### src/design/bfra_pkg.sv
package bfra_pkg;

   localparam int FREE_SLOTS_DEF = 16;
   localparam int SIZE_W = 25;
   localparam int OFFS_W = 24;
   localparam int SUM_W = 26;
   localparam logic [SIZE_W-1:0] CAP_RESET = 25'd65536;
   localparam logic [SIZE_W-1:0] CAP_MAX = 25'd16777216;
   localparam logic [SIZE_W-1:0] TOP_RESET = 25'd1;
   localparam logic [SIZE_W-1:0] LEN_MAX = 25'h1FFFFFF;

   typedef enum logic [1:0] {
      STAT_OK = 2'd0,
      STAT_NO_SPACE = 2'd1,
      STAT_LIST_FULL = 2'd2
   } status_type;

   typedef enum logic {
      OP_BEST_FIT = 1'b0,
      OP_MERGE = 1'b1
   } scan_op_type;

   typedef enum logic [1:0] {
      ST_IDLE = 2'd0,
      ST_ALLOC_SCAN = 2'd1,
      ST_FREE_SCAN = 2'd2
   } state_type;

   typedef struct packed {
      logic valid;
      logic found;
      logic kind;
      logic [OFFS_W-1:0] start;
      logic [SIZE_W-1:0] len;
   } token_type;

endpackage

### src/design/bfra_cell.sv
module bfra_cell #(
   parameter int SLOTS = bfra_pkg::FREE_SLOTS_DEF + 1,
   parameter int IDX = 0
) (
   input  logic clock,
   input  logic reset,
   input  bfra_pkg::scan_op_type op,
   input  logic [$clog2(SLOTS+1)-1:0] limit,
   input  logic [bfra_pkg::SIZE_W-1:0] req_size,
   input  logic [$clog2(SLOTS)-1:0] b_idx,
   input  logic [bfra_pkg::OFFS_W-1:0] b_start,
   input  logic [bfra_pkg::SIZE_W-1:0] b_len,
   input  logic wa_en,
   input  logic [bfra_pkg::OFFS_W-1:0] wa_start,
   input  logic [bfra_pkg::SIZE_W-1:0] wa_len,
   input  logic wb_en,
   input  logic [bfra_pkg::OFFS_W-1:0] wb_start,
   input  logic [bfra_pkg::SIZE_W-1:0] wb_len,
   input  bfra_pkg::token_type tok_in,
   input  logic [$clog2(SLOTS)-1:0] idx_in,
   output bfra_pkg::token_type tok_out,
   output logic [$clog2(SLOTS)-1:0] idx_out,
   output logic [bfra_pkg::OFFS_W-1:0] slot_start,
   output logic [bfra_pkg::SIZE_W-1:0] slot_len
);

   localparam int IW = $clog2(SLOTS);
   localparam int CW = $clog2(SLOTS+1);

   logic [bfra_pkg::OFFS_W-1:0] start_ff;
   logic [bfra_pkg::SIZE_W-1:0] len_ff;
   bfra_pkg::token_type tok_ff, tok_in_next;
   logic [IW-1:0] idx_ff, idx_in_next;
   logic active, hit, ends_at_b, b_ends_here;
   logic [bfra_pkg::SUM_W-1:0] end_own, end_b;

   always_comb begin
      active = CW'(IDX) < limit;
      end_own = {2'b0, start_ff} + {1'b0, len_ff};
      end_b = {2'b0, b_start} + {1'b0, b_len};
      ends_at_b = end_own == {2'b0, b_start};
      b_ends_here = end_b == {2'b0, start_ff};
      if (op == bfra_pkg::OP_BEST_FIT) begin
         hit = active && (len_ff >= req_size) && (!tok_in.found || len_ff < tok_in.len);
      end else begin
         hit = active && (IW'(IDX) != b_idx) && !tok_in.found && (ends_at_b || b_ends_here);
      end
      tok_in_next = tok_in;
      idx_in_next = idx_in;
      if (tok_in.valid && hit) begin
         tok_in_next.found = 1'b1;
         tok_in_next.kind = ends_at_b;
         tok_in_next.start = start_ff;
         tok_in_next.len = len_ff;
         idx_in_next = IW'(IDX);
      end
   end

   always_ff @(posedge clock) begin
      if (reset) begin
         tok_ff <= '0;
      end else begin
         tok_ff <= tok_in_next;
      end
      idx_ff <= idx_in_next;
      if (wb_en) begin
         start_ff <= wb_start;
         len_ff <= wb_len;
      end else if (wa_en) begin
         start_ff <= wa_start;
         len_ff <= wa_len;
      end
   end

   assign tok_out = tok_ff;
   assign idx_out = idx_ff;
   assign slot_start = start_ff;
   assign slot_len = len_ff;

endmodule

### config.mk
export PLATFORM = sky130hd
export DESIGN_NAME = bfra_cell
export DESIGN_NICKNAME = d
export VERILOG_FILES = /design/src/design/bfra_pkg.sv /design/src/design/bfra_cell.sv
export SDC_FILE = /design/constraint.sdc
export NUM_CORES = 1
export LEC_CHECK = 0
export BUFFER_PORTS_ARGS = -buffer_cell sky130_fd_sc_hd__buf_2
export CORE_MARGIN = 3
export CORE_UTILIZATION = 51
export CTS_CLUSTER_SIZE = 40
export DETAILED_ROUTE_END_ITERATION = 10
export PLACE_DENSITY_LB_ADDON = 0.12
export SYNTH_ARGS = -nofsm -noshare
export SYNTH_HDL_FRONTEND = slang
export SYNTH_SLANG_ARGS = --single-unit
### constraint.sdc
create_clock -name clock -period 4.25 [get_ports clock]
set_input_delay 0.425 -clock clock [delete_from_list [all_inputs] [get_ports clock]]
set_output_delay 0.425 -clock clock [all_outputs]
set_load 0.05 [all_outputs]
==> metrics.md, run 1 <==
| Metric | Value |
|---|---|
| Most common cell after layout, fill and taps aside | buf_2 |
| Final period utilization | 0.945 |
| Dpl hpwl | 28,500 µm |
| Post-Syn Instances | ~1,000 |
| DR vias/cell | 5.83 |
| Fillcell total | 1,514 |
| Die span in x | 140 µm |
| Post-synth top area share | 0.161 |
| Cts hold-fix bufs | 0 |
| Top post-synthesis cells by area | edfxtp_1 (16%), ha_1 (13%), dfxtp_1 (13%) |
| Die area | 19,500 µm² |
| Met3 Usage GRT | 0.0608 |
| Post-route cell area | 11,400 µm² |
| Yosys cell types | 71 |
| # setup viols final | 0 |
| Crit path required time | roughly 4.5 ns |
| Yosys warnings | 0 |
| Setup_tns | 0 ns |
| Seq/Total Area, Yosys | 0.286 |
| CP cell instances | ha_1, fa_1, a211o_1, a211o_1, a41oi_2, a22oi_2, xnor2_1, a211o_1, or4_4, nor2_2, o211a_4, buf_12, mux2i_1 |
| Final Hold Viols | 0 |
| Slew Viols, Final | 0 |
| Share of cells above drive strength 1 | 0.321 |
| Ys async rst share | 0 |
| Worst-path fanout max | 27 |
| CTS resizes | 0 |
| CP top delay family | compound AO/OA/AOI/OAI gates |
| Number of global-route vias before repair | 9,407 |
| Vias | 9,413 |
| P_leak | 5.44 nW |
| Latest clock arrival within the worst-skew pair | approximately 0.37 ns |
| RSZ-0062 raised after global routing | no |
| Normalized max-slew margin | 0.390 |
| Area growth syn-to-layout | 25.0% |
| Avg WL per Cell | approximately 21 µm |
| Synthesized cell area | just over 9000 µm² |
| Startpoint types | flop |
| Largest area contributor in the netlist | edfxtp_1 |
| Placed cell area | 11,100 µm² |
| Syn_nets | 1,383 |
| Syn_area_per_cell | 8.78 µm² |
| Ys flop type | dfxtp_1 |
| Final nets | 1,727 |
| Largest net degree at the start of global routing | 58 |
| RD Place Congestion | 0.954 |
| Drt first pass iters | 5 |
| Met2 usage | 0.612 |
| Slowest stage cell on the critical path | edfxtp_1 |
| Minimum clock period | 4.02 ns |
| Root cell of the clock tree | clkbuf_16 |
| Worst Tran Pin Value | approximately 0.9 ns |
| DR iter-0 viols | between 600 and 700 |
| I/O Pins | 350 |
| Most used routing layer | met2 |
| Diodes inserted | 0 |
| Clock sinks | 106 |
| Grt ovf | 0 |
| Cts bufs inserted | 9 |
| Initial antenna violation count | 0 |
| Critical Path AT | 4.30 ns |
| CP Capture Type | flop |
| CTS Buffer Depth | 2 |
| Crit path top cell by count | a211o_1 |
| Met1 usage | 0.397 |
| H-tree depth | 3 |
| Synthesized flop and latch total | 106 |
| Post-route ant nets | 0 |
| CP Class | reg -> reg |
| Die height | 140 µm |
| Post-CTS setup buffers | 0 |
| Number of synthesized flops with an enable pin | 49 |
| Worst path buffer plus inverter count | 1 |
| PwrDens | 360 nW/µm² |
| Global Route Usage Sum | 0.336 |
| CTS clk-pin slew, worst paths | 0.08 ns |
| Fmax | 249 MHz |
| Peak VDD IR | 0.000212 V |
| # rows | 48 |
| Max Cap Viol | 0 |
| Starting Density | 0.524 |
| Max incr delay on CP | 0.45 ns |
| Status | complete, no violations |
| First-pass GRT wire length | 51,200 µm |
| DRT Wirelength | 34,300 µm |
| Buffers added on ports | 349 |
| Core area | 17,400 µm² |
| Post-Route Skew | 0.0178 ns |
| DRC viols | 0 |
| Hold Path Class | in -> reg |
| Commonest cells after routing, fill and taps aside | buf_2 (349), nand2_1 (155), ha_1 (97), a21oi_1 (67), inv_1 (63) |
| TritonCTS clock tree | built |
[cell usage after synthesis (4+ instances only)]
cell and number:
a2111oi_0 5, a211o_1 7, a211oi_1 14, a21o_1 21
a21oi_1 67, a22oi_1 4, a31oi_1 6, and2_1 6
buf_12 5, clkbuf_1 28, dfxtp_1 57, edfxtp_1 49
ha_1 97, inv_1 63, mux2_2 49, mux2i_1 57
nand2_1 155, nand2b_1 10, nand3_1 6, nand4_1 30
nor2_1 47, nor2b_1 11, nor3_1 17, nor3b_1 4
nor4_1 8, o2111ai_1 5, o211a_1 4, o211ai_1 16
o21a_1 11, o21ai_0 55, o21bai_1 5, o22ai_1 4
xnor2_1 41, xor2_1 24
[flip-flops by register name, summed over array words and instances (netlist names)]
| register | cells |
|---|---|
| slot_start | 24 |
| tok_out | 52 |
| idx_out | 5 |
| slot_len | 25 |
[stage by stage]
stage | setup slack, ns | instances | hold WS, ns | utilization | power, mW
2_1_floorplan | 0.318 | 1040 | 0.497 | - | 2.63
3_3_place_gp | 0.421 | 1598 | 0.594 | 0.638 | 3.24
3_5_place_dp | 0.288 | 1598 | 0.635 | 0.638 | 3.24
4_1_cts | 0.246 | 1614 | 0.252 | 0.655 | 4.09
5_1_grt | 0.0293 | 1614 | 0.253 | 0.655 | 4.32
6_report | 0.234 | 1614 | 0.259 | 0.655 | 4.11
[layout make-up]
| cell class | count | area, µm² | area share |
|---|---|---|---|
| multi-input combinational | 832 | 6050 | 0.530 |
| sequential | 106 | 2610 | 0.229 |
| timing repair buffer | 371 | 1940 | 0.170 |
| tap | 225 | 282 | 0.0247 |
| inverter | 64 | 241 | 0.0212 |
| clock buffer | 10 | 229 | 0.0201 |
| clock inverter | 6 | 61.3 | 0.00537 |
[power by group]
part	switching (mW)	total, mW	internal [mW]	leakage [nW]
Clock	0.434	0.847	0.414	0.138
Combinational	1.26	1.97	0.707	4.32
Sequential	0.115	1.29	1.17	0.975
Total	1.81	4.11	2.29	5.44
[path summary, 6_finish.rpt]
kind            endpoint  cells past startpoint           from  slack (ns)
max          tok_out[38]                     13  slot_start[0]        0.23
max reg2reg  tok_out[38]                     13  slot_start[0]        0.23
min reg2reg   tok_out[0]                      2    slot_len[0]        0.68
min           idx_out[0]                      2      idx_in[0]        0.26
[kinds of logic (layout without fill, tap and decap cells)]
kind of cell	after synthesis	after routing	synth area share
muxes	107	107	0.124
AOI/OAI and AO/OA	249	249	0.179
adders and majority gates	99	99	0.137
buffers and inverters	102	451	0.0521
and+or+nand+nor	312	312	0.159
DFF	106	106	0.286
xor gates and xnor gates	65	65	0.0624
[routing by layer]
layer  share of wire  vias to the layer above  wire length (µm)
li1                -                     4498                 -
met1            0.38                     4415             13000
met2            0.51                      442             17600
met3           0.078                       58              2690
met4           0.029                        0              1010
met5               0                        -                 0
(Power assumes the default switching activity.)
==> run 2: changes to the inputs <==
CORE_UTILIZATION = 23   (was 51)
==> metrics.md, run 2 (synthesis gave the netlist of run 1 again) <==
| Metric | Value |
|---|---|
| Normalized max-slew margin | 0.491 (+0.100) |
| # rows | 72 (+50%) |
| Hold Path Class | in -> reg |
| Crit path required time | 4.55 ns (+0.02 ns) |
| Area growth syn-to-layout | 30.9% |
| Drt first pass iters | 5 (unchanged) |
| Number of global-route vias before repair | 9,609 (+2.1%) |
| Grt ovf | 0 (unchanged) |
| Critical Path AT | 4.39 ns (+0.09 ns) |
| Max reg flops | 52 (unchanged) |
| CTS clk-pin slew, worst paths | 0.08 ns (about the same) |
| Max Cap Viol | 0 (unchanged) |
| Minimum clock period | 4.09 ns (+0.0726 ns) |
| Flop2flop setup slack | 0.16 ns (-0.07 ns) |
| Share of total power in combinational logic | 0.497 (+0.017) |
| Worst r2r src | slot_start[15] |
| Peak VDD IR | 0.000198 V (-6.7%) |
| Slew Viols, Final | 0 (unchanged) |
| Startpoint types | flop |
| Post-Route Skew | 0.0112 ns (-0.00654 ns) |
| Post-route ant nets | 0 (unchanged) |
| Sequential power share | 0.305 (-0.009) |
| Final period utilization | 0.962 (+0.0171) |
| Starting Density | 0.235 (-0.290) |
| Dpl hpwl | 36,100 µm (+27%) |
| DR vias/cell | 4.79 (-18%) |
| Worst Tran Pin Value | 0.761 ns (-0.153 ns) |
| Clock share of power | 0.199 (-0.007) |
| Largest net degree at the start of global routing | 53 (-8.6%) |
| Die height | 205 µm (+47%) |
| H-tree depth | 3 (unchanged) |
| Buffers added on ports | 349 (unchanged) |
| Post-CTS setup buffers | 0 (unchanged) |
| Avg WL per Cell | 21.9 µm (+3.0%) |
| Initial antenna violation count | 8 (+8) |
| # setup viols final | 0 (unchanged) |
| PwrDens | 350 nW/µm² (-2.9%) |
| Cts bufs inserted | 9 (unchanged) |
| CTS resizes | 0 (unchanged) |
| CP Capture Type | flop |
| CP Class | reg -> reg |
| Internal power component | 2.32 mW (+0.93%) |
| Vias | 9,256 (-1.7%) |
| Latest clock arrival within the worst-skew pair | 0.38 ns (about the same) |
| CTS Buffer Depth | 2 (unchanged) |
| Share of cells above drive strength 1 | 0.331 (+0.0101) |
| Depth of the worst register-to-register path | 12 (-1) |
| Core area | 38,900 µm² (+120%) |
| TritonCTS clock tree | built |
| Cts hold-fix bufs | 0 (unchanged) |
| Slowest stage cell on the critical path | or4_4 |
| Commonest cells after routing, fill and taps aside | buf_2 (349), nand2_1 (155), ha_1 (97), a21oi_1 (67), inv_1 (63) |
| RD Place Congestion | 0.904 (-5.3%) |
| DRT Wirelength | 42,200 µm (+23%) |
| Critical Path Start | slot_start[15] |
| Final Hold Viols | 0 (unchanged) |
| Switching power | 1.86 mW (+2.6%) |
| Hold worst-path end | idx_out[3] |
| Fmax | 245 MHz (-1.8%) |
| First-pass GRT wire length | 60,400 µm (+18%) |
| Design Power | 4.18 mW (+1.7%) |
| CP cell instances | ha_1, a21oi_1, o21ai_0, or3_1, a221oi_1, o41ai_2, xnor2_1, or4_4, nor2_2, o211a_4, buf_12, mux2i_1 |
| DR iter-0 viols | 419 (-32%) |
| Die span in x | 205 µm (+47%) |
| RSZ-0062 raised after global routing | no |
| Hold Path Origin | idx_in[3] |
| Max incr delay on CP | 0.56 ns (+0.11 ns) |
| P_leak | 5.55 nW (+2.1%) |
| Setup_tns | 0 ns (unchanged) |
| Clock sinks | 106 (unchanged) |
| Status | complete, no violations |
| Root cell of the clock tree | clkbuf_16 |
| Global Route Usage Sum | 0.196 (-0.140) |
| Final nets | 1,751 (+1.4%) |
| Die area | 42,100 µm² (+120%) |
| I/O Pins | 350 (unchanged) |
| DRC viols | 0 (unchanged) |
| Most common cell after layout, fill and taps aside | buf_2 |
| Worst hold path cell count | 2 (unchanged) |
| R2R Path End | tok_out[19] |
| Sw Share | 0.446 (+0.00412) |
| Worst-path fanout max | 26 (-3.7%) |
-- run 2: cell count changes in the layout (fill, tap and decap cells not counted), sizes merged --
cell,change
buf,+24
clkbuf,+2
clkinv,-1
clkinvlp,-1
diode,+1
-- run 2: routing by layer --
layer  GRT usage  part of all wire  vias to the layer above
met2       0.341              0.49                      255
met1       0.248              0.44                     4407
met3      0.0445             0.055                       50
li1            -                 -                     4530
met5           0            0.0024                        -
met4      0.0412             0.014                       14
-- run 2: area by class of cell --
type / instances / area [µm²]
multi-input combinational: 832 / 6050
fill: 4254 / 27000
timing repair buffer: 395 / 2130
sequential: 106 / 2610
inverter: 64 / 241
clock inverter: 4 / 26.3
clock buffer: 12 / 236
antenna: 1 / 2.50
tap: 518 / 648
-- run 2: power by group through the flow --
stage          Combinational [mW]  Clock [mW]  Sequential (mW)
2_1_floorplan                1.02           0             1.60
3_3_place_gp                 2.09           0             1.30
3_5_place_dp                 2.07           0             1.30
4_1_cts                      2.09       0.868             1.28
5_1_grt                      2.25       0.904             1.29
6_report                     2.08       0.830             1.27
-- run 2: metrics by stage --
stage                     instance area (µm²)   util  setup WS [ns]  hold WS, ns  std cells
after floorplan                          9130      -          0.318        0.497       1040
after global placement                  11700  0.300          0.164        0.626       1915
after detailed placement                11700  0.300          0.188        0.630       1915
after CTS                               11900  0.307          0.155        0.225       1931
after global routing                    11900  0.307        0.00510        0.231       1931
final                                   11900  0.307          0.162        0.247       1932
-- run 2: how the worst max path moves through the flow --
stage	endpoint	slack, ns	cells after the start
2_1_floorplan	tok_out[49]	0.32	13
3_3_place_gp	tok_out[43]	0.16	12
3_5_place_dp	tok_out[19]	0.19	12
4_1_cts	tok_out[19]	0.16	12
5_1_grt	tok_out[1]	0.005	12
6_report	tok_out[19]	0.16	12
-- run 2: critical path, delay by kind of cell, from the launching register on --
kind	cells	cell delay (ns)
adders and majority gates	1	0.45
buffers and inverters	1	0.23
and+or+nand+nor	3	1.09
muxes	1	0.22
AOI/OAI and AO/OA	5	1.30
xor gates and xnor gates	1	0.15
DFF	1	0.54
==> run 3: changes to the inputs <==
CORE_UTILIZATION = 35   (was 23)
==> metrics.md, run 3 (synthesis gave the netlist of run 1 again) <==
| Metric | Value |
|---|---|
| Max Cap Viol | 0 (unchanged) |
| Root cell of the clock tree | clkbuf_16 |
| Area growth syn-to-layout | 27.7% |
| # setup viols final | 0 (unchanged) |
| PwrDens | 360 nW/µm² (+2.9%) |
| CP Capture Type | flop |
| DR iter-0 viols | 579 (+38%) |
| Cts hold-fix bufs | 0 (unchanged) |
| Clock share of power | 0.214 (+0.015) |
| Internal power component | 2.36 mW (+2.1%) |
| CP Class | reg -> reg |
| CTS clk-pin slew, worst paths | 0.09 ns (about the same) |
| Number of global-route vias before repair | 9,455 (-1.6%) |
| Drt first pass iters | 6 (+1) |
| First-pass GRT wire length | 54,500 µm (-9.7%) |
| Final nets | 1,738 (-0.74%) |
| Sw Share | 0.436 (-0.00921) |
| Peak VDD IR | 0.000206 V (+4.3%) |
| Sequential power share | 0.306 (about the same) |
| Latest clock arrival within the worst-skew pair | 0.37 ns (about the same) |
| Largest net degree at the start of global routing | 57 (+7.5%) |
| DRC viols | 0 (unchanged) |
| Placed cell area | 11,300 µm² (-2.8%) |
| Vias | 9,360 (+1.1%) |
| Share of cells above drive strength 1 | 0.326 (-0.00478) |
| I/O Pins | 350 (unchanged) |
| Post-route ant nets | 0 (unchanged) |
| Commonest cells after routing, fill and taps aside | buf_2 (349), nand2_1 (155), ha_1 (97), a21oi_1 (67), inv_1 (63) |
| Hold Path Class | in -> reg |
| Initial antenna violation count | 5 (-3) |
| DR vias/cell | 5.40 (+13%) |
| RD Place Congestion | 0.919 (+1.6%) |
| Share of total power in combinational logic | 0.480 (-0.017) |
| Hold Path Origin | idx_in[2] |
| Worst Tran Pin Value | 0.771 ns (+0.00992 ns) |
| Die height | 167 µm (-18%) |
| Post-Route Skew | 0.0183 ns (+0.00711 ns) |
| Post-place setup slack | 0.333 ns (+0.145 ns) |
| Startpoint types | flop |
| Minimum clock period | 3.95 ns (-0.142 ns) |
| Clock sinks | 106 (unchanged) |
| H-tree depth | 3 (unchanged) |
| Fmax | 253 MHz (+3.6%) |
| Grt ovf | 0 (unchanged) |
| Final period utilization | 0.929 (-0.0333) |
| Cts bufs inserted | 9 (unchanged) |
| Setup ws final | 0.303 ns (+0.142 ns) |
| Critical Path Start | slot_len[15] |
| Placed cell count | 1,714 (-10%) |
| Buffers added on ports | 349 (unchanged) |
| TritonCTS clock tree | built |
| Dpl hpwl | 31,400 µm (-13%) |
| Cell Count, Final, Fillers Out | 1,732 (-10%) |
| Status | complete, no violations |
| Post-route cell area | 11,700 µm² (-2.4%) |
| Avg WL per Cell | 21.4 µm (-2.0%) |
| RSZ-0062 raised after global routing | no |
| Post-CTS setup buffers | 0 (unchanged) |
| Worst r2r src | slot_len[15] |
| Normalized max-slew margin | 0.486 (-0.00489) |
| # rows | 58 (-19%) |
| Switching power | 1.83 mW (-1.6%) |
| Die area | 28,100 µm² (-33%) |
| Critical Path AT | 4.24 ns (-0.15 ns) |
| Max reg flops | 52 (unchanged) |
| Hold WS | 0.258 ns (+0.0112 ns) |
| Setup_tns | 0 ns (unchanged) |
| Worst-path fanout max | 21 (-19%) |
| P_leak | 5.50 nW (-0.80%) |
| CTS resizes | 0 (unchanged) |
| Slew Viols, Final | 0 (unchanged) |
| Most common cell after layout, fill and taps aside | buf_2 |
| Crit path required time | 4.55 ns (about the same) |
| DRT Wirelength | 37,100 µm (-12%) |
| Final Hold Viols | 0 (unchanged) |
| Global Route Usage Sum | 0.253 (+0.0573) |
| Starting Density | 0.359 (+0.125) |
| CTS Buffer Depth | 2 (unchanged) |
| Die span in x | 167 µm (-18%) |
| Core area | 25,400 µm² (-35%) |
## run 3: path summary, 6_finish.rpt
| check | endpoint | cells after the start | slack (ns) |
|---|---|---|---|
| max | tok_out[42] | 12 | 0.30 |
| min | idx_out[2] | 2 | 0.26 |
| max reg2reg | tok_out[42] | 12 | 0.30 |
| min reg2reg | tok_out[31] | 2 | 0.67 |
## run 3: layout make-up
type,count,area [µm²]
fillers,2630,13700
well taps,330,413
clock buffers,10,229
clock inverters,6,73.8
multi-input cells,832,6050
repair buffers,382,2030
inverters,64,241
diodes,2,5.00
flip-flops and latches,106,2610
## run 3: routing by layer
layer | routed length (µm) | GRT usage | vias up
met5 | 42 | 0 | -
met4 | 763 | 0.0658 | 8
met3 | 1970 | 0.0477 | 54
met2 | 18700 | 0.455 | 308
met1 | 15700 | 0.312 | 4474
li1 | - | - | 4516
## run 3: power by group through the flow
stage	clock network, mW	logic (mW)	registers, mW
floorplan	0	1.02	1.60
global placement	0	2.02	1.31
detailed placement	0	2.00	1.30
CTS	0.923	2.01	1.28
global route	0.957	2.18	1.29
finish	0.898	2.02	1.28
## run 3: stage by stage
stage | power, mW | util
3_3_place_gp | 3.32 | 0.447
4_1_cts | 4.21 | 0.459
5_1_grt | 4.43 | 0.459
2_1_floorplan | 2.63 | -
3_5_place_dp | 3.30 | 0.447
6_report | 4.20 | 0.459
## run 3: worst max-delay path: stages, from the launching register on
cell	delay (ns)
edfxtp_1	0.52
ha_1	0.42
a21oi_1	0.38
o21ai_0	0.23
or3_1	0.35
a221oi_1	0.31
o41ai_2	0.14
xnor2_1	0.15
or4_4	0.54
nor2_2	0.13
o211a_4	0.28
buf_12	0.22
mux2i_1	0.20
